### src/rtl/reme_pkg.sv
// Shared types, codes and reset values for the rotary encoder menu input block.
package reme_pkg;

    // Event kinds carried in the op field
    typedef enum logic {
        OP_ENCODER = 1'b0,
        OP_BUTTON  = 1'b1
    } reme_op_t;

    // Configuration register indexes
    localparam int unsigned CFG_INDEX_W = 2;
    localparam int unsigned CFG_DATA_W  = 16;
    localparam logic [CFG_INDEX_W-1:0] REG_ENC_LOCKOUT  = 2'd0;
    localparam logic [CFG_INDEX_W-1:0] REG_BTN_LOCKOUT  = 2'd1;
    localparam logic [CFG_INDEX_W-1:0] REG_MENU_ENTRIES = 2'd2;

    // Register reset values
    localparam logic [15:0] RESET_ENC_LOCKOUT  = 16'd50;
    localparam logic [15:0] RESET_BTN_LOCKOUT  = 16'd500;
    localparam logic [4:0]  RESET_MENU_ENTRIES = 5'd3;
    localparam logic [4:0]  MAX_MENU_ENTRIES   = 5'd16;

    // Input item
    typedef struct packed {
        reme_op_t    op;
        logic [31:0] time_ms;
        logic        pin_a;
        logic        pin_b;
    } reme_in_t;

    // Result item
    typedef struct packed {
        logic               event_accepted;
        logic               set_mode;
        logic [3:0]         menu_index;
        logic signed [15:0] value_count;
        logic signed [15:0] encoder_count;
        logic               value_confirmed;
    } reme_out_t;

    // Live configuration handed to the update logic
    typedef struct packed {
        logic [15:0] enc_lockout;
        logic [15:0] btn_lockout;
        logic [4:0]  menu_entries;
    } reme_cfg_t;

endpackage

### src/rtl/reme_cfg.sv
// Configuration registers: lockout times and menu size.
module reme_cfg
    import reme_pkg::*;
(
    input  logic                   aclk,
    input  logic                   aresetn,
    input  logic                   cfg_we,
    input  logic [CFG_INDEX_W-1:0] cfg_index,
    input  logic [CFG_DATA_W-1:0]  cfg_wdata,
    output reme_cfg_t              cfg
);

    reme_cfg_t cfg_reg;
    reme_cfg_t cfg_next;

    // Decode the write
    always_comb begin
        cfg_next = cfg_reg;
        if (cfg_we) begin
            unique case (cfg_index)
                REG_ENC_LOCKOUT:  cfg_next.enc_lockout  = cfg_wdata;
                REG_BTN_LOCKOUT:  cfg_next.btn_lockout  = cfg_wdata;
                REG_MENU_ENTRIES: cfg_next.menu_entries = cfg_wdata[4:0];
                default:          cfg_next = cfg_reg;
            endcase
        end
    end

    always_ff @(posedge aclk) begin
        if (!aresetn) begin
            cfg_reg.enc_lockout  <= RESET_ENC_LOCKOUT;
            cfg_reg.btn_lockout  <= RESET_BTN_LOCKOUT;
            cfg_reg.menu_entries <= RESET_MENU_ENTRIES;
        end else begin
            cfg_reg <= cfg_next;
        end
    end

    assign cfg = cfg_reg;

endmodule

### src/rtl/reme_in_reg.sv
// Input register: holds one accepted item until the update logic takes it.
module reme_in_reg
    import reme_pkg::*;
(
    input  logic     aclk,
    input  logic     aresetn,
    input  logic     s_valid,
    output logic     s_ready,
    input  reme_in_t s_item,
    input  logic     advance,
    output logic     in_valid,
    output reme_in_t in_item
);

    logic     valid_reg;
    reme_in_t item_reg;

    // Take a new item when empty or when the held one moves on
    assign s_ready = !valid_reg || advance;

    always_ff @(posedge aclk) begin
        if (!aresetn) begin
            valid_reg <= 1'b0;
        end else if (s_valid && s_ready) begin
            valid_reg <= 1'b1;
        end else if (advance) begin
            valid_reg <= 1'b0;
        end
    end

    // Payload needs no reset
    always_ff @(posedge aclk) begin
        if (s_valid && s_ready) begin
            item_reg <= s_item;
        end
    end

    assign in_valid = valid_reg;
    assign in_item  = item_reg;

endmodule

### src/rtl/reme_core.sv
// Event state and combinational update: lockout checks, counters, menu and mode.
module reme_core
    import reme_pkg::*;
(
    input  logic      aclk,
    input  logic      aresetn,
    input  reme_cfg_t cfg,
    input  logic      advance,
    input  reme_in_t  in_item,
    output reme_out_t result
);

    logic [31:0] last_edge_time_reg,  last_edge_time_next;
    logic [31:0] last_press_time_reg, last_press_time_next;
    logic [15:0] position_count_reg,  position_count_next;
    logic        mode_flag_reg,       mode_flag_next;
    logic [3:0]  menu_pointer_reg,    menu_pointer_next;
    logic [15:0] adjust_count_reg,    adjust_count_next;

    logic [31:0] edge_elapsed;
    logic [31:0] press_elapsed;
    logic        edge_ok;
    logic        press_ok;
    logic        step_up;
    logic [4:0]  entries;
    logic [4:0]  ptr_ext;
    logic [4:0]  ptr_step;
    logic        accepted;
    logic        confirmed;

    // Elapsed times wrap modulo 2^32
    assign edge_elapsed  = in_item.time_ms - last_edge_time_reg;
    assign press_elapsed = in_item.time_ms - last_press_time_reg;
    assign edge_ok       = edge_elapsed  > {16'd0, cfg.enc_lockout};
    assign press_ok      = press_elapsed > {16'd0, cfg.btn_lockout};
    assign step_up       = (in_item.pin_a == in_item.pin_b);

    // Clamp menu size to 1..16
    always_comb begin
        if (cfg.menu_entries == 5'd0) begin
            entries = 5'd1;
        end else if (cfg.menu_entries > MAX_MENU_ENTRIES) begin
            entries = MAX_MENU_ENTRIES;
        end else begin
            entries = cfg.menu_entries;
        end
    end

    // Wrap the menu pointer; a stale pointer jumps to an end of the menu
    assign ptr_ext = {1'b0, menu_pointer_reg};
    always_comb begin
        if (step_up) begin
            ptr_step = (ptr_ext + 5'd1 >= entries) ? 5'd0 : ptr_ext + 5'd1;
        end else begin
            ptr_step = (ptr_ext == 5'd0 || ptr_ext >= entries) ? entries - 5'd1
                                                               : ptr_ext - 5'd1;
        end
    end

    // Next state for the item at the input register
    always_comb begin
        last_edge_time_next  = last_edge_time_reg;
        last_press_time_next = last_press_time_reg;
        position_count_next  = position_count_reg;
        mode_flag_next       = mode_flag_reg;
        menu_pointer_next    = menu_pointer_reg;
        adjust_count_next    = adjust_count_reg;
        accepted             = 1'b0;
        confirmed            = 1'b0;
        case (in_item.op)
            OP_ENCODER: begin
                if (edge_ok) begin
                    accepted            = 1'b1;
                    last_edge_time_next = in_item.time_ms;
                    position_count_next = step_up ? position_count_reg + 16'd1
                                                  : position_count_reg - 16'd1;
                    if (!mode_flag_reg) begin
                        menu_pointer_next = ptr_step[3:0];
                    end else begin
                        adjust_count_next = step_up ? adjust_count_reg + 16'd1
                                                    : adjust_count_reg - 16'd1;
                    end
                end
            end
            OP_BUTTON: begin
                // Every press records its time
                last_press_time_next = in_item.time_ms;
                if (press_ok) begin
                    accepted       = 1'b1;
                    mode_flag_next = !mode_flag_reg;
                    confirmed      = mode_flag_reg;
                end
            end
            default: begin
                accepted = 1'b0;
            end
        endcase
    end

    // Commit when the item moves to the result register
    always_ff @(posedge aclk) begin
        if (!aresetn) begin
            last_edge_time_reg  <= 32'd0;
            last_press_time_reg <= 32'd0;
            position_count_reg  <= 16'd0;
            mode_flag_reg       <= 1'b0;
            menu_pointer_reg    <= 4'd0;
            adjust_count_reg    <= 16'd0;
        end else if (advance) begin
            last_edge_time_reg  <= last_edge_time_next;
            last_press_time_reg <= last_press_time_next;
            position_count_reg  <= position_count_next;
            mode_flag_reg       <= mode_flag_next;
            menu_pointer_reg    <= menu_pointer_next;
            adjust_count_reg    <= adjust_count_next;
        end
    end

    // Result reflects state after the update
    always_comb begin
        result.event_accepted  = accepted;
        result.set_mode        = mode_flag_next;
        result.menu_index      = menu_pointer_next;
        result.value_count     = adjust_count_next;
        result.encoder_count   = position_count_next;
        result.value_confirmed = confirmed;
    end

endmodule

### src/rtl/reme_out_reg.sv
// Result register: holds one finished item until the consumer takes it.
module reme_out_reg
    import reme_pkg::*;
(
    input  logic      aclk,
    input  logic      aresetn,
    input  logic      load,
    input  reme_out_t result,
    output logic      m_valid,
    input  logic      m_ready,
    output reme_out_t m_item
);

    logic      valid_reg;
    reme_out_t item_reg;

    always_ff @(posedge aclk) begin
        if (!aresetn) begin
            valid_reg <= 1'b0;
        end else if (load) begin
            valid_reg <= 1'b1;
        end else if (m_ready) begin
            valid_reg <= 1'b0;
        end
    end

    always_ff @(posedge aclk) begin
        if (load) begin
            item_reg <= result;
        end
    end

    assign m_valid = valid_reg;
    assign m_item  = item_reg;

endmodule

### src/rtl/rotary_encoder_menu_input.sv
// Top level of the rotary encoder and push-button menu input block.
//
//   Port group       Dir   Handshake         Carries
//   s_*              in    s_valid/s_ready   encoder edge or button press item
//   m_*              out   m_valid/m_ready   one result item per input item
//   cfg_*            in    cfg_we            lockout times and menu size
//
// An item waits in the input register, is updated in one pass and lands in
// the result register when it moves on. Throughput is one item per cycle
// while m_ready stays high.
// A stalled result holds the result register and then the input register;
// s_ready drops only when both are full.
// aresetn (synchronous, active low) clears control state and loads reset values.
module rotary_encoder_menu_input
    import reme_pkg::*;
(
    input  logic                   aclk,
    input  logic                   aresetn,
    input  logic                   s_valid,
    output logic                   s_ready,
    input  reme_in_t               s_item,
    output logic                   m_valid,
    input  logic                   m_ready,
    output reme_out_t              m_item,
    input  logic                   cfg_we,
    input  logic [CFG_INDEX_W-1:0] cfg_index,
    input  logic [CFG_DATA_W-1:0]  cfg_wdata
);

    reme_cfg_t cfg;
    reme_in_t  in_item;
    reme_out_t result;
    logic      in_valid;
    logic      advance;

    // Move the held item on when the result register is free
    assign advance = in_valid && (!m_valid || m_ready);

    reme_cfg u_cfg (
        .aclk      (aclk),
        .aresetn   (aresetn),
        .cfg_we    (cfg_we),
        .cfg_index (cfg_index),
        .cfg_wdata (cfg_wdata),
        .cfg       (cfg)
    );

    reme_in_reg u_in_reg (
        .aclk     (aclk),
        .aresetn  (aresetn),
        .s_valid  (s_valid),
        .s_ready  (s_ready),
        .s_item   (s_item),
        .advance  (advance),
        .in_valid (in_valid),
        .in_item  (in_item)
    );

    reme_core u_core (
        .aclk    (aclk),
        .aresetn (aresetn),
        .cfg     (cfg),
        .advance (advance),
        .in_item (in_item),
        .result  (result)
    );

    reme_out_reg u_out_reg (
        .aclk    (aclk),
        .aresetn (aresetn),
        .load    (advance),
        .result  (result),
        .m_valid (m_valid),
        .m_ready (m_ready),
        .m_item  (m_item)
    );

`ifndef SYNTHESIS
    // A confirm only comes from an accepted press that returns to select mode
    a_confirm_leaves_set: assert property (@(posedge aclk) disable iff (!aresetn)
        m_valid && m_item.value_confirmed |-> m_item.event_accepted && !m_item.set_mode)
        else $error("confirm without accepted return to select mode");

    // An item that moves on shows up as a result next cycle
    a_advance_gives_result: assert property (@(posedge aclk) disable iff (!aresetn)
        advance |=> m_valid)
        else $error("advanced item did not reach the result register");

    // An empty input register never back-pressures
    a_empty_is_ready: assert property (@(posedge aclk) disable iff (!aresetn)
        !in_valid |-> s_ready)
        else $error("input register empty but not ready");
`endif

endmodule
### config.mk
export PLATFORM = sky130hd
export DESIGN_NAME = rotary_encoder_menu_input
export DESIGN_NICKNAME = d
export VERILOG_FILES = /design/src/rtl/reme_pkg.sv /design/src/rtl/reme_cfg.sv /design/src/rtl/reme_in_reg.sv /design/src/rtl/reme_core.sv /design/src/rtl/reme_out_reg.sv /design/src/rtl/rotary_encoder_menu_input.sv
export SDC_FILE = /design/constraint.sdc
export NUM_CORES = 1
export LEC_CHECK = 0
export ABC_CLOCK_PERIOD_IN_PS = 5100
export BUFFER_PORTS_ARGS = -buffer_cell sky130_fd_sc_hd__buf_2
export CAP_MARGIN = 15
export CORE_MARGIN = 2
export CORE_UTILIZATION = 46
export CTS_CLUSTER_SIZE = 16
export DETAILED_ROUTE_END_ITERATION = 10
export GPL_ROUTABILITY_DRIVEN = 0
export PLACE_DENSITY = 0.69
export SLEW_MARGIN = 0
export SYNTH_ARGS = -nofsm -noshare
export SYNTH_HDL_FRONTEND = slang
export SYNTH_SLANG_ARGS = --single-unit
### constraint.sdc
create_clock -name aclk -period 5.1 [get_ports aclk]
set_clock_uncertainty 0.1 [all_clocks]
set_input_delay 1.02 -clock aclk [delete_from_list [all_inputs] [get_ports aclk]]
set_output_delay 1.02 -clock aclk [all_outputs]
set_load 0.03 [all_outputs]
==> impl_results.md, run 1 <==
- Maximum vdd drop: 294 uV
- Flop2flop setup slack: -0.07 ns
- PD cells: 300 nW/um2
- Max reg flops: 39
- Synth-to-layout area growth: 16.8%
- Most used DFF post-synth: dfxtp_1
- Worst Setup SP: u_in_reg.in_item[6]
- Mapped Nets: 1825
- Layout cells sized above 1: 16.7%
- Setup Crit Path Kind: reg2reg
- Critical Path RT: approximately 5.3 ns
- CTS sink count: roughly 210
- Slew at the pin with the worst max-slew slack: 1.08 ns
- Max-Slew Margin vs Limit: 27.8%
- Setup tns final: -0.505 ns
- CP most frequent cell: a211oi_2
- Min Clock Period, post-route: 5.17 ns
- Largest net degree at the start of global routing: 99
- R2r worst-path depth: 18
- Via density: approximately 5.6
- Antenna violations before repair: 0
- Slowest cell delay on critical path: slightly below 0.5 ns
- Final Cycle Share: 101%
- Final #Nets: 1959
- CP max stage cell: or4_4
- Setup crit end: u_out_reg.m_item[24]
- Port Buf Inserts: 98
- Reg2reg end: u_out_reg.m_item[24]
- Worst skew pair latency: ~0.53 ns
- H-tree depth: 1
- Yosys top cell by area: dfxtp_1
- RSZ-0062 raised after global routing: true
- Vias in the first global route: about 12000
- Diode count: 0
- Ports: 99
- Syn. warnings: 0
- CP endpoint kind: flip-flop
- Die width: 180 um
- Count leader, synth: nand2_1
- Final HPWL DP: ~26000 um
- Crit-path max FO: 7
- CTS root buf: clkbuf_16
- Initial Util: 46.7%
- Leakage: 6.73 nW
- Outcome: finished with violations
- DRT Wirelength: approximately 35000 um
- Top cells by count, synth: nand2_1, a21oi_1, dfxtp_1
- Failing checks: setup timing
- Hold Vio Cnt, Final: 0
- Clock-pin slew on the worst setup and hold paths: 0.06 ns
- Die ar.: around 32000 um2
- Via count: ~12000
- Crit-path cells: ha_4, or4_4, o221a_4, o21a_1, nor2_2, xnor2_2, ha_1, and3_4, a221o_1, a211oi_2, o211ai_1, a211oi_2, o2111ai_1, nor4_2, nand4_1, o211ai_4, clkbuf_16, mux2_2
- Max Cap Viol: 0
- RR Startpoint: u_in_reg.in_item[6]
- Crit path DAT: 5.35 ns
- Slew Limit Fails: 0
- Pre-antenna DRT Iters: 6
- First-pass GRT wire length: 56900 um
- Core box area: 30500 um2
- Routed Antenna Nets: 0
- Post-synthesis cell type count: just under 80
- Asr flop ratio synth: 0%
- Max Freq: roughly 190 MHz
- Ranking of synthesized cells by area: dfxtp_1, edfxtp_1, ha_1, nand2_1, a21oi_1
- Total CTS buffers: 25
- CTS tree: yes
- DRC viols: 0
- 1st-iter DRT viols: approximately 900
- Post-synthesis sequential area ratio: 35.3%
- Synthesized flop and latch total: 214
- Utilization after layout: between 50 and 60%
- Mapped Area: 14200 um2
- Number of synthesized flops with an enable pin: 74
- Final setup violating endpoints: 14
- Worst Hold Class: reg2reg
- Final worst slack: -0.0735 ns
- Num rows: 64
- Total Routing Usage GR: 20.9%
- Yosys top cell area share: between 10% and 20%
- Clk buf depth: 3
- Die Height: between 150 and 200 um
- Worst setup SP type: flip-flop
- Cells after synthesis: 1629
- Total grt overflow: 0
- WL/cell: 16.3 um
- Syn_area_per_cell: 8.74 um2
- CTS hold repair buffers: 0
## area by class of cell
type,count,area (um2)
tap,396,495
multi-input combinational,1241,8740
clock inverter,11,178
fill,2777,13900
inverter,120,450
clock buffer,34,701
sequential,214,5030
timing repair buffer,161,1040
## through the flow
step	instance area (um2)	setup WS, ns	hold slack, ns	instances	power [mW]
2_1_floorplan	14200	0.113	0.335	1629	2.74
3_3_place_gp	15400	0.0453	0.342	2122	3.01
3_5_place_dp	15400	-0.102	0.346	2122	3.04
4_1_cts	16300	-0.000879	0.354	2167	4.97
5_1_grt	16600	-0.293	0.375	2177	5.23
6_report	16600	-0.0735	0.352	2177	4.99
## worst min path at each step
stage                                         startpoint                              to  slack (ns)  cells past startpoint
after detailed placement                   u_cfg.cfg[31]                   u_cfg.cfg[31]        0.35                      2
after floorplan            u_core.last_edge_time_reg[10]   u_core.last_edge_time_reg[10]        0.33                      2
after CTS                                  u_cfg.cfg[31]                   u_cfg.cfg[31]        0.35                      2
after global routing                       u_cfg.cfg[18]                   u_cfg.cfg[18]        0.38                      2
after global placement      u_core.last_edge_time_reg[8]    u_core.last_edge_time_reg[8]        0.34                      2
final                     u_core.last_press_time_reg[19]  u_core.last_press_time_reg[19]        0.35                      2
## power by group
group	switching (mW)	total, mW	internal [mW]
clock	0.715	1.92	1.21
combinational	0.666	1.15	0.488
sequential	0.0577	1.91	1.85
total	1.44	4.99	3.55
## cell usage in the layout, fill, tap and decap left out, drive strengths merged, types with 7 or more instances in the layout
master	count
nand2	313
buf	160
a21oi	155
dfxtp	140
ha	134
inv	121
mux2i	75
edfxtp	74
nor2	64
xnor2	54
o21ai	48
clkbuf	35
mux2	35
a211oi	28
a21o	27
xor2	22
nand3	22
o211ai	20
nor3	19
and3	19
nand2b	18
nand4	16
nor2b	16
o21a	15
or3	13
o21bai	9
or2	8
a31oi	8
a211o	7
o31ai	7
## layer usage
metal	track usage (%)	vias up	part of all wire (%)
li1	-	6057	-
met1	27.4	5705	45
met2	35.5	345	46
met3	2.59	70	5.0
met4	7.32	0	3.6
met5	0	-	0
## cell families (layout without fill, tap and decap cells)
logic type,after synthesis,after routing,share of synthesized area [%]
simple gates,538,538,17.1
mux,110,110,8.23
xor+xnor,76,76,4.68
buf+inv,174,326,5.05
compound gates,379,379,17.3
fa+ha+maj,138,138,12.3
flops,214,214,35.3
## critical path: cells and delay by family, from the launching register on
kind	cells	cell delay [ns]
AO/OA/AOI/OAI	8	1.79
XOR/XNOR	1	0.14
adder cells (fa/ha/maj)	2	0.49
buffers and inverters	1	0.22
flip-flops	1	0.47
multiplexers	1	0.32
AND/OR/NAND/NOR	5	1.38
## what timing repair did
item / 4_1_cts / 5_1_grt
buffers inserted: 0 / 8
setup endpoints to repair: 53 / 107
gates cloned: 0 / 1
resized for setup: 2 / 53
pin swaps: 2 / 20
Note: power is estimated with default switching activity, not from simulation.
==> run 2, diff against run 1 <==
--- a/config.mk
+++ b/config.mk
@@ -5,6 +5,7 @@
 export SDC_FILE = /design/constraint.sdc
 export NUM_CORES = 1
 export LEC_CHECK = 0
+export ABC_AREA = 1
 export ABC_CLOCK_PERIOD_IN_PS = 5100
 export BUFFER_PORTS_ARGS = -buffer_cell sky130_fd_sc_hd__buf_2
 export CAP_MARGIN = 15
@@ -13,7 +14,7 @@
 export CTS_CLUSTER_SIZE = 16
 export DETAILED_ROUTE_END_ITERATION = 10
 export GPL_ROUTABILITY_DRIVEN = 0
-export PLACE_DENSITY = 0.69
+export PLACE_DENSITY = 0.75
 export SLEW_MARGIN = 0
 export SYNTH_ARGS = -nofsm -noshare
 export SYNTH_HDL_FRONTEND = slang
==> impl_results.md, run 2 <==
- CTS root buf: clkbuf_16
- First-pass GRT wire length: 64700 um
- Final #Nets: 2540
- Crit-path max FO: 51
- Hold Vio Cnt, Final: 0
- Asr flop ratio synth: 0%
- Worst Hold Class: reg2reg
- Post-synthesis cell type count: 44
- Syn. warnings: 0
- Synthesized flop and latch total: about 210
- Sequential Area: between 5000 and 6000 um2
- Worst skew pair latency: 0.53 ns
- Buf/Inv on CP: 3
- Slowest cell delay on critical path: between 0.4 and 0.5 ns
- Count leader, synth: nand2_1
- CP delay by family, top: simple AND/OR/NAND/NOR gates
- Die width: 186 um
- Total setup buffers inserted after CTS: 0
- Total grt overflow: 0
- Max reg flops: 39
- Most common cell after layout, fill and taps aside: nand2_1
- Final HPWL DP: 30400 um
- Synth Area in Simple Gates: 28.5%
- Setup tns final: 0 ns
- Compound-Gate Fraction of Synth Area: about an eighth
- Clock-pin slew on the worst setup and hold paths: roughly 0.060 ns
- Port Buf Inserts: 98
- Crit path DAT: about 4.9 ns
- Max-Slew Margin vs Limit: 33.2%
- Maximum vdd drop: ~220 uV
- Post-synthesis sequential area ratio: 32.9%
- Slew Limit Fails: 0
- CP endpoint kind: flip-flop
- Initial Util: 46.8%
- 1st-iter DRT viols: 933
- Diode count: 0
- Adder-Cell Fraction of Synth Area: ~12%
- Final worst slack: approximately 0.52 ns
- Largest net degree at the start of global routing: 83
- Vias in the first global route: between 10000 and 15000
- CTS sink count: 214
- Setup Crit Path Kind: reg2reg
- Slew at the pin with the worst max-slew slack: 0.996 ns
- Multi-input gate area: 8470 um2
- Final setup violating endpoints: 0
- Synth-to-layout area growth: 10.9%
- Pre-antenna DRT Iters: 8
- Die ar.: 34700 um2
- Total CTS buffers: 25
- Critical Path RT: about 5.4 ns
- R2r worst-path depth: 26
- Syn_area_per_cell: about 6.8 um2
- Num rows: 66
- Outcome: finished clean
- Filler cells: 3142
- Leakage: between 8 and 9 nW
- Dpl ws: roughly 0.57 ns
- WHS Path Cells: 2
- DRC viols: 0
- Max Cap Viol: 0
- Worst Hold Slack: 0.358 ns
- Yosys top cell area share: between 15 and 20%
- Mapped Area: 15300 um2
- PD cells: 300 nW/um2
- Ports: 99
- Largest family of logic cells by synthesized area: simple AND/OR/NAND/NOR gates
- Top cells by count, synth: nand2_1, inv_1, a21oi_1
- Layout cells sized above 1: 7.66%
- Core box area: 32600 um2
- Max Freq: 218 MHz
- Antenna violations before repair: 0
- Post-synthesis mux area share: 0%
- DRT Wirelength: 39000 um
- Ranking of synthesized cells by area: dfxtp_1, nand2_1, edfxtp_1, ha_1, inv_1
- Worst setup SP type: flip-flop
- Min Clock Period, post-route: 4.58 ns
- Via density: 5.13
- Die Height: approximately 190 um
- WL/cell: roughly 14 um
- Cells after synthesis: 2260
- Yosys top cell by area: dfxtp_1
- RSZ-0062 raised after global routing: false
- Most frequent cells in the layout: nand2_1, inv_1, a21oi_1
- Most used DFF post-synth: dfxtp_1
- H-tree depth: 1
- Total Routing Usage GR: 22.9%
- Final Cycle Share: between 80% and 90%
- Mapped Nets: between 2000 and 2500
- Critical Path Stages: 26
- CTS tree: yes
- Routed Antenna Nets: 0
- Xor and xnor area share after synthesis: 3.56%
- Via count: 14400
- Number of gates resized after cts: 0
- CTS hold repair buffers: 0
- Number of synthesized flops with an enable pin: 74
- Clk buf depth: 3
- CP max stage cell: nand3_4
==> run 2: changes by cell type after synthesis, sizes merged, moves of 22 or more <==
cell and change:
a211oi -28, a21o -25, a21oi +33, inv +285, mux2 -35, mux2i -75, nand2 +351, nand3 +102
nand4 +22, nor2 +123, o21ai +81, xnor2 -42, xor2 +28
==> run 2: report_power, final <==
group	internal [mW]	switching [mW]	leakage (nW)
clock	0.997	0.717	0.380
combinational	0.494	0.925	6.47
sequential	1.88	0.0667	1.86
total	3.37	1.71	8.71
==> run 2: worst reg2reg max path, stage by stage, from the launching register on <==
cell and delay [ns]:
edfxtp_1 0.37, inv_1 0.07, ha_1 0.24, fa_1 0.41
inv_1 0.12, nand3_1 0.08, nand3_1 0.16, nand3_1 0.11
nand3_1 0.17, xor2_1 0.12, ha_1 0.29, nand2_1 0.05
nor2_1 0.14, nand2_1 0.07, nor2_1 0.12, nand2_1 0.07
nand2_1 0.06, o21ai_0 0.09, nand3_1 0.11, nor2_1 0.05
nand2_1 0.10, nor2_4 0.05, nand2_4 0.19, nand3_4 0.49
buf_12 0.39, o21ai_0 0.19, a21oi_1 0.07
==> run 2: logic make-up (layout without fill, tap and decap cells) <==
family          count (synthesis)  in the layout
compound gates                348            348
fa+ha+maj                     138            138
simple gates                 1041           1041
xor+xnor                       62             62
flops                         214            214
buf+inv                       457            559
==> run 2: area by class of cell <==
| cell class | instances | area share, % |
|---|---|---|
| Multi-Input combinational cell | 1589 | 50.1 |
| Clock buffer | 34 | 4.08 |
| Tap cell | 442 | 3.27 |
| Sequential cell | 214 | 29.7 |
| Inverter | 407 | 9.03 |
| Clock inverter | 11 | 0.503 |
| Timing Repair Buffer | 107 | 3.37 |
==> run 2: final timing paths <==
kind	to	from	slack, ns
setup / recovery	u_core.last_edge_time_reg[21]	u_in_reg.in_item[2]	0.52
setup reg to reg	u_core.last_edge_time_reg[21]	u_in_reg.in_item[2]	0.52
hold reg to reg	u_core.last_edge_time_reg[18]	u_core.last_edge_time_reg[18]	0.36
hold / removal	u_core.last_edge_time_reg[18]	u_core.last_edge_time_reg[18]	0.36
==> run 2: per-layer routing <==
layer | routed length [um] | GRT usage, % | vias to the layer above
met5 | 0 | 0 | -
met4 | 1430 | 8.06 | 0
met3 | 2470 | 2.96 | 100
met2 | 18100 | 39.7 | 458
met1 | 17000 | 29.3 | 6454
li1 | - | - | 7365
==> run 2: metrics by stage <==
stage               power [mW]  utilization, %  instances  area [um2]
floorplan                 3.03               -       2260       15300
global placement          3.34            49.5       2759       16100
detailed placement        3.38            49.5       2759       16100
CTS                       5.10            51.9       2804       16900
global route              5.40            51.9       2804       16900
finish                    5.08            51.9       2804       16900
==> run 3, diff against run 2 <==
--- a/config.mk
+++ b/config.mk
@@ -9,7 +9,6 @@
 export ABC_CLOCK_PERIOD_IN_PS = 5100
 export BUFFER_PORTS_ARGS = -buffer_cell sky130_fd_sc_hd__buf_2
 export CAP_MARGIN = 15
-export CORE_MARGIN = 2
 export CORE_UTILIZATION = 46
 export CTS_CLUSTER_SIZE = 16
 export DETAILED_ROUTE_END_ITERATION = 10
==> impl_results.md, run 3 (synthesized netlist as in run 2, its figures left out) <==
- Crit path DAT: approximately 4.9 ns
- Worst setup SP type: flip-flop
- Synth-to-layout area growth: 11.7%
- Reg2reg end: u_core.adjust_count_reg[13]
- Core box area: roughly 33000 um2
- Die width: 184 um
- Origin of the worst min-delay path: u_core.last_edge_time_reg[19]
- Setup Crit Path Kind: reg2reg
- R2r worst-path depth: 28
- Hold Vio Cnt, Final: 0
- Total CTS buffers: 26
- Clk buf depth: 3
- WL/cell: 14.1 um
- Slew Limit Fails: 0
- Final HPWL DP: 30900 um
- Critical Path RT: 5.43 ns
- Total setup buffers inserted after CTS: 0
- RSZ-0062 raised after global routing: false
- Min Clock Period, post-route: 4.56 ns
- DRC viols: 0
- First-pass GRT wire length: 64900 um
- Sw Ratio: 33.0%
- Slew at the pin with the worst max-slew slack: roughly 1.1 ns
- Max reg flops: 39
- Total grt overflow: 0
- Pre-antenna DRT Iters: 6
- Post-DP Area: 16100 um2
- Leakage: 8.77 nW
- CP most frequent cell: nand2_1
- Post-route cell area: 17000 um2
- Worst Hold Slack: ~0.36 ns
- Final Cycle Share: between 80 and 90%
- Setup tns final: 0 ns
- Final #Nets: 2542
- 1st-iter DRT viols: 1004
- Clock power frac: ~37%
- CP max stage cell: fa_1
- CTS tree: yes
- Slowest cell delay on critical path: 0.41 ns
- PD cells: 313 nW/um2
- Largest net degree at the start of global routing: 80
- CP delay by family, top: simple AND/OR/NAND/NOR gates
- DRT Wirelength: approximately 40000 um
- Via density: 5.14
- Max-Slew Margin vs Limit: 26.0%
- Via count: 14500
- H-tree depth: 1
- WHS Path Cells: 2
- Most frequent cells in the layout: nand2_1, inv_1, a21oi_1
- Ports: 99
- Number of gates resized after cts: 0
- Die ar.: 33900 um2
- P_int: 3.57 mW
- Multi-input gate area: ~8500 um2
- Crit-path max FO: 18
- Die Height: 184 um
- Comb power frac: ~27%
- Filler cells: ~3200
- Routed Antenna Nets: 0
- Total power: 5.33 mW
- P_sw: 1.76 mW
- Antenna violations before repair: 1
- Worst skew pair latency: around 0.56 ns
- Total Routing Usage GR: 23.8%
- Min-Delay Endpoint: u_core.last_edge_time_reg[19]
- Final setup violating endpoints: 0
- Flop2flop setup slack: 0.54 ns
- Num rows: 66
- Initial Util: 46.8%
- CP endpoint kind: flip-flop
- Max Cap Viol: 0
- CTS sink count: 214
- CTS hold repair buffers: 0
- Worst Hold Class: reg2reg
- Clock-pin slew on the worst setup and hold paths: 0.06 ns
- Buf/Inv on CP: 4
- RR Startpoint: u_in_reg.in_item[2]
- Layout cells sized above 1: 7.86%
- Outcome: finished clean
- CTS root buf: clkbuf_16
- Most common cell after layout, fill and taps aside: nand2_1
- Sequential share of power: 36.5%
- Sequential Area: 5020 um2
- Port Buf Inserts: 98
- Max Freq: 219 MHz
- Maximum vdd drop: just under 300 uV
- Vias in the first global route: 13700
==> run 3: changes by cell type in the layout (fill, tap and decap cells not counted), sizes merged <==
cell	change
buf	+1
clkinvlp	-1
clkinv	+2
bufinv	+2
diode	+1
==> run 3: metrics by stage <==
stage | utilization (%) | setup slack (ns) | cells
finish | 52.3 | 0.541 | 2809
global placement | 49.5 | 0.723 | 2760
CTS | 52.3 | 0.524 | 2808
global route | 52.3 | 0.145 | 2809
floorplan | - | 1.57 | 2260
detailed placement | 49.5 | 0.589 | 2760
==> run 3: worst max-delay path by stage <==
stage | from | end | slack [ns] | cells past startpoint
floorplan | u_in_reg.in_item[2] | u_out_reg.m_item[11] | 1.57 | 25
global placement | u_in_reg.in_item[2] | u_core.adjust_count_reg[4] | 0.72 | 28
detailed placement | u_in_reg.in_item[2] | u_core.adjust_count_reg[10] | 0.59 | 28
CTS | u_in_reg.in_item[2] | u_core.adjust_count_reg[13] | 0.52 | 28
global route | u_in_reg.in_item[2] | u_core.adjust_count_reg[14] | 0.14 | 28
finish | u_in_reg.in_item[2] | u_core.adjust_count_reg[13] | 0.54 | 28
==> run 3: metal layers <==
layer	vias up	wire length [um]	GRT usage, %
li1	7368	-	-
met1	6539	17400	30.0
met2	449	18300	40.9
met3	94	2440	2.87
met4	0	1430	9.93
met5	-	0	0
==> run 3: power by group through the flow <==
stage | sequential (mW) | clock (mW) | combinational, mW
2_1_floorplan | 2.00 | 0 | 1.03
3_3_place_gp | 1.98 | 0 | 1.36
3_5_place_dp | 1.98 | 0 | 1.40
4_1_cts | 1.95 | 1.99 | 1.41
5_1_grt | 1.96 | 2.05 | 1.62
6_report | 1.95 | 1.95 | 1.43
==> run 3: cell type report <==
type                            instances  area share [%]
Inverter                              407            8.96
Antenna cell                            1          0.0147
Multi-Input combinational cell       1589            49.7
Sequential cell                       214            29.5
Tap cell                              442            3.24
Clock buffer                           34            4.43
Timing Repair Buffer                  108            3.32
Clock inverter                         14           0.881
==> run 3: worst min-delay path, delay by kind of cell, from the launching register on <==
| family | cells | cell delay [ns] |
|---|---|---|
| compound gates | 1 | 0.05 |
| flops | 1 | 0.29 |
| buf+inv | 1 | 0.06 |
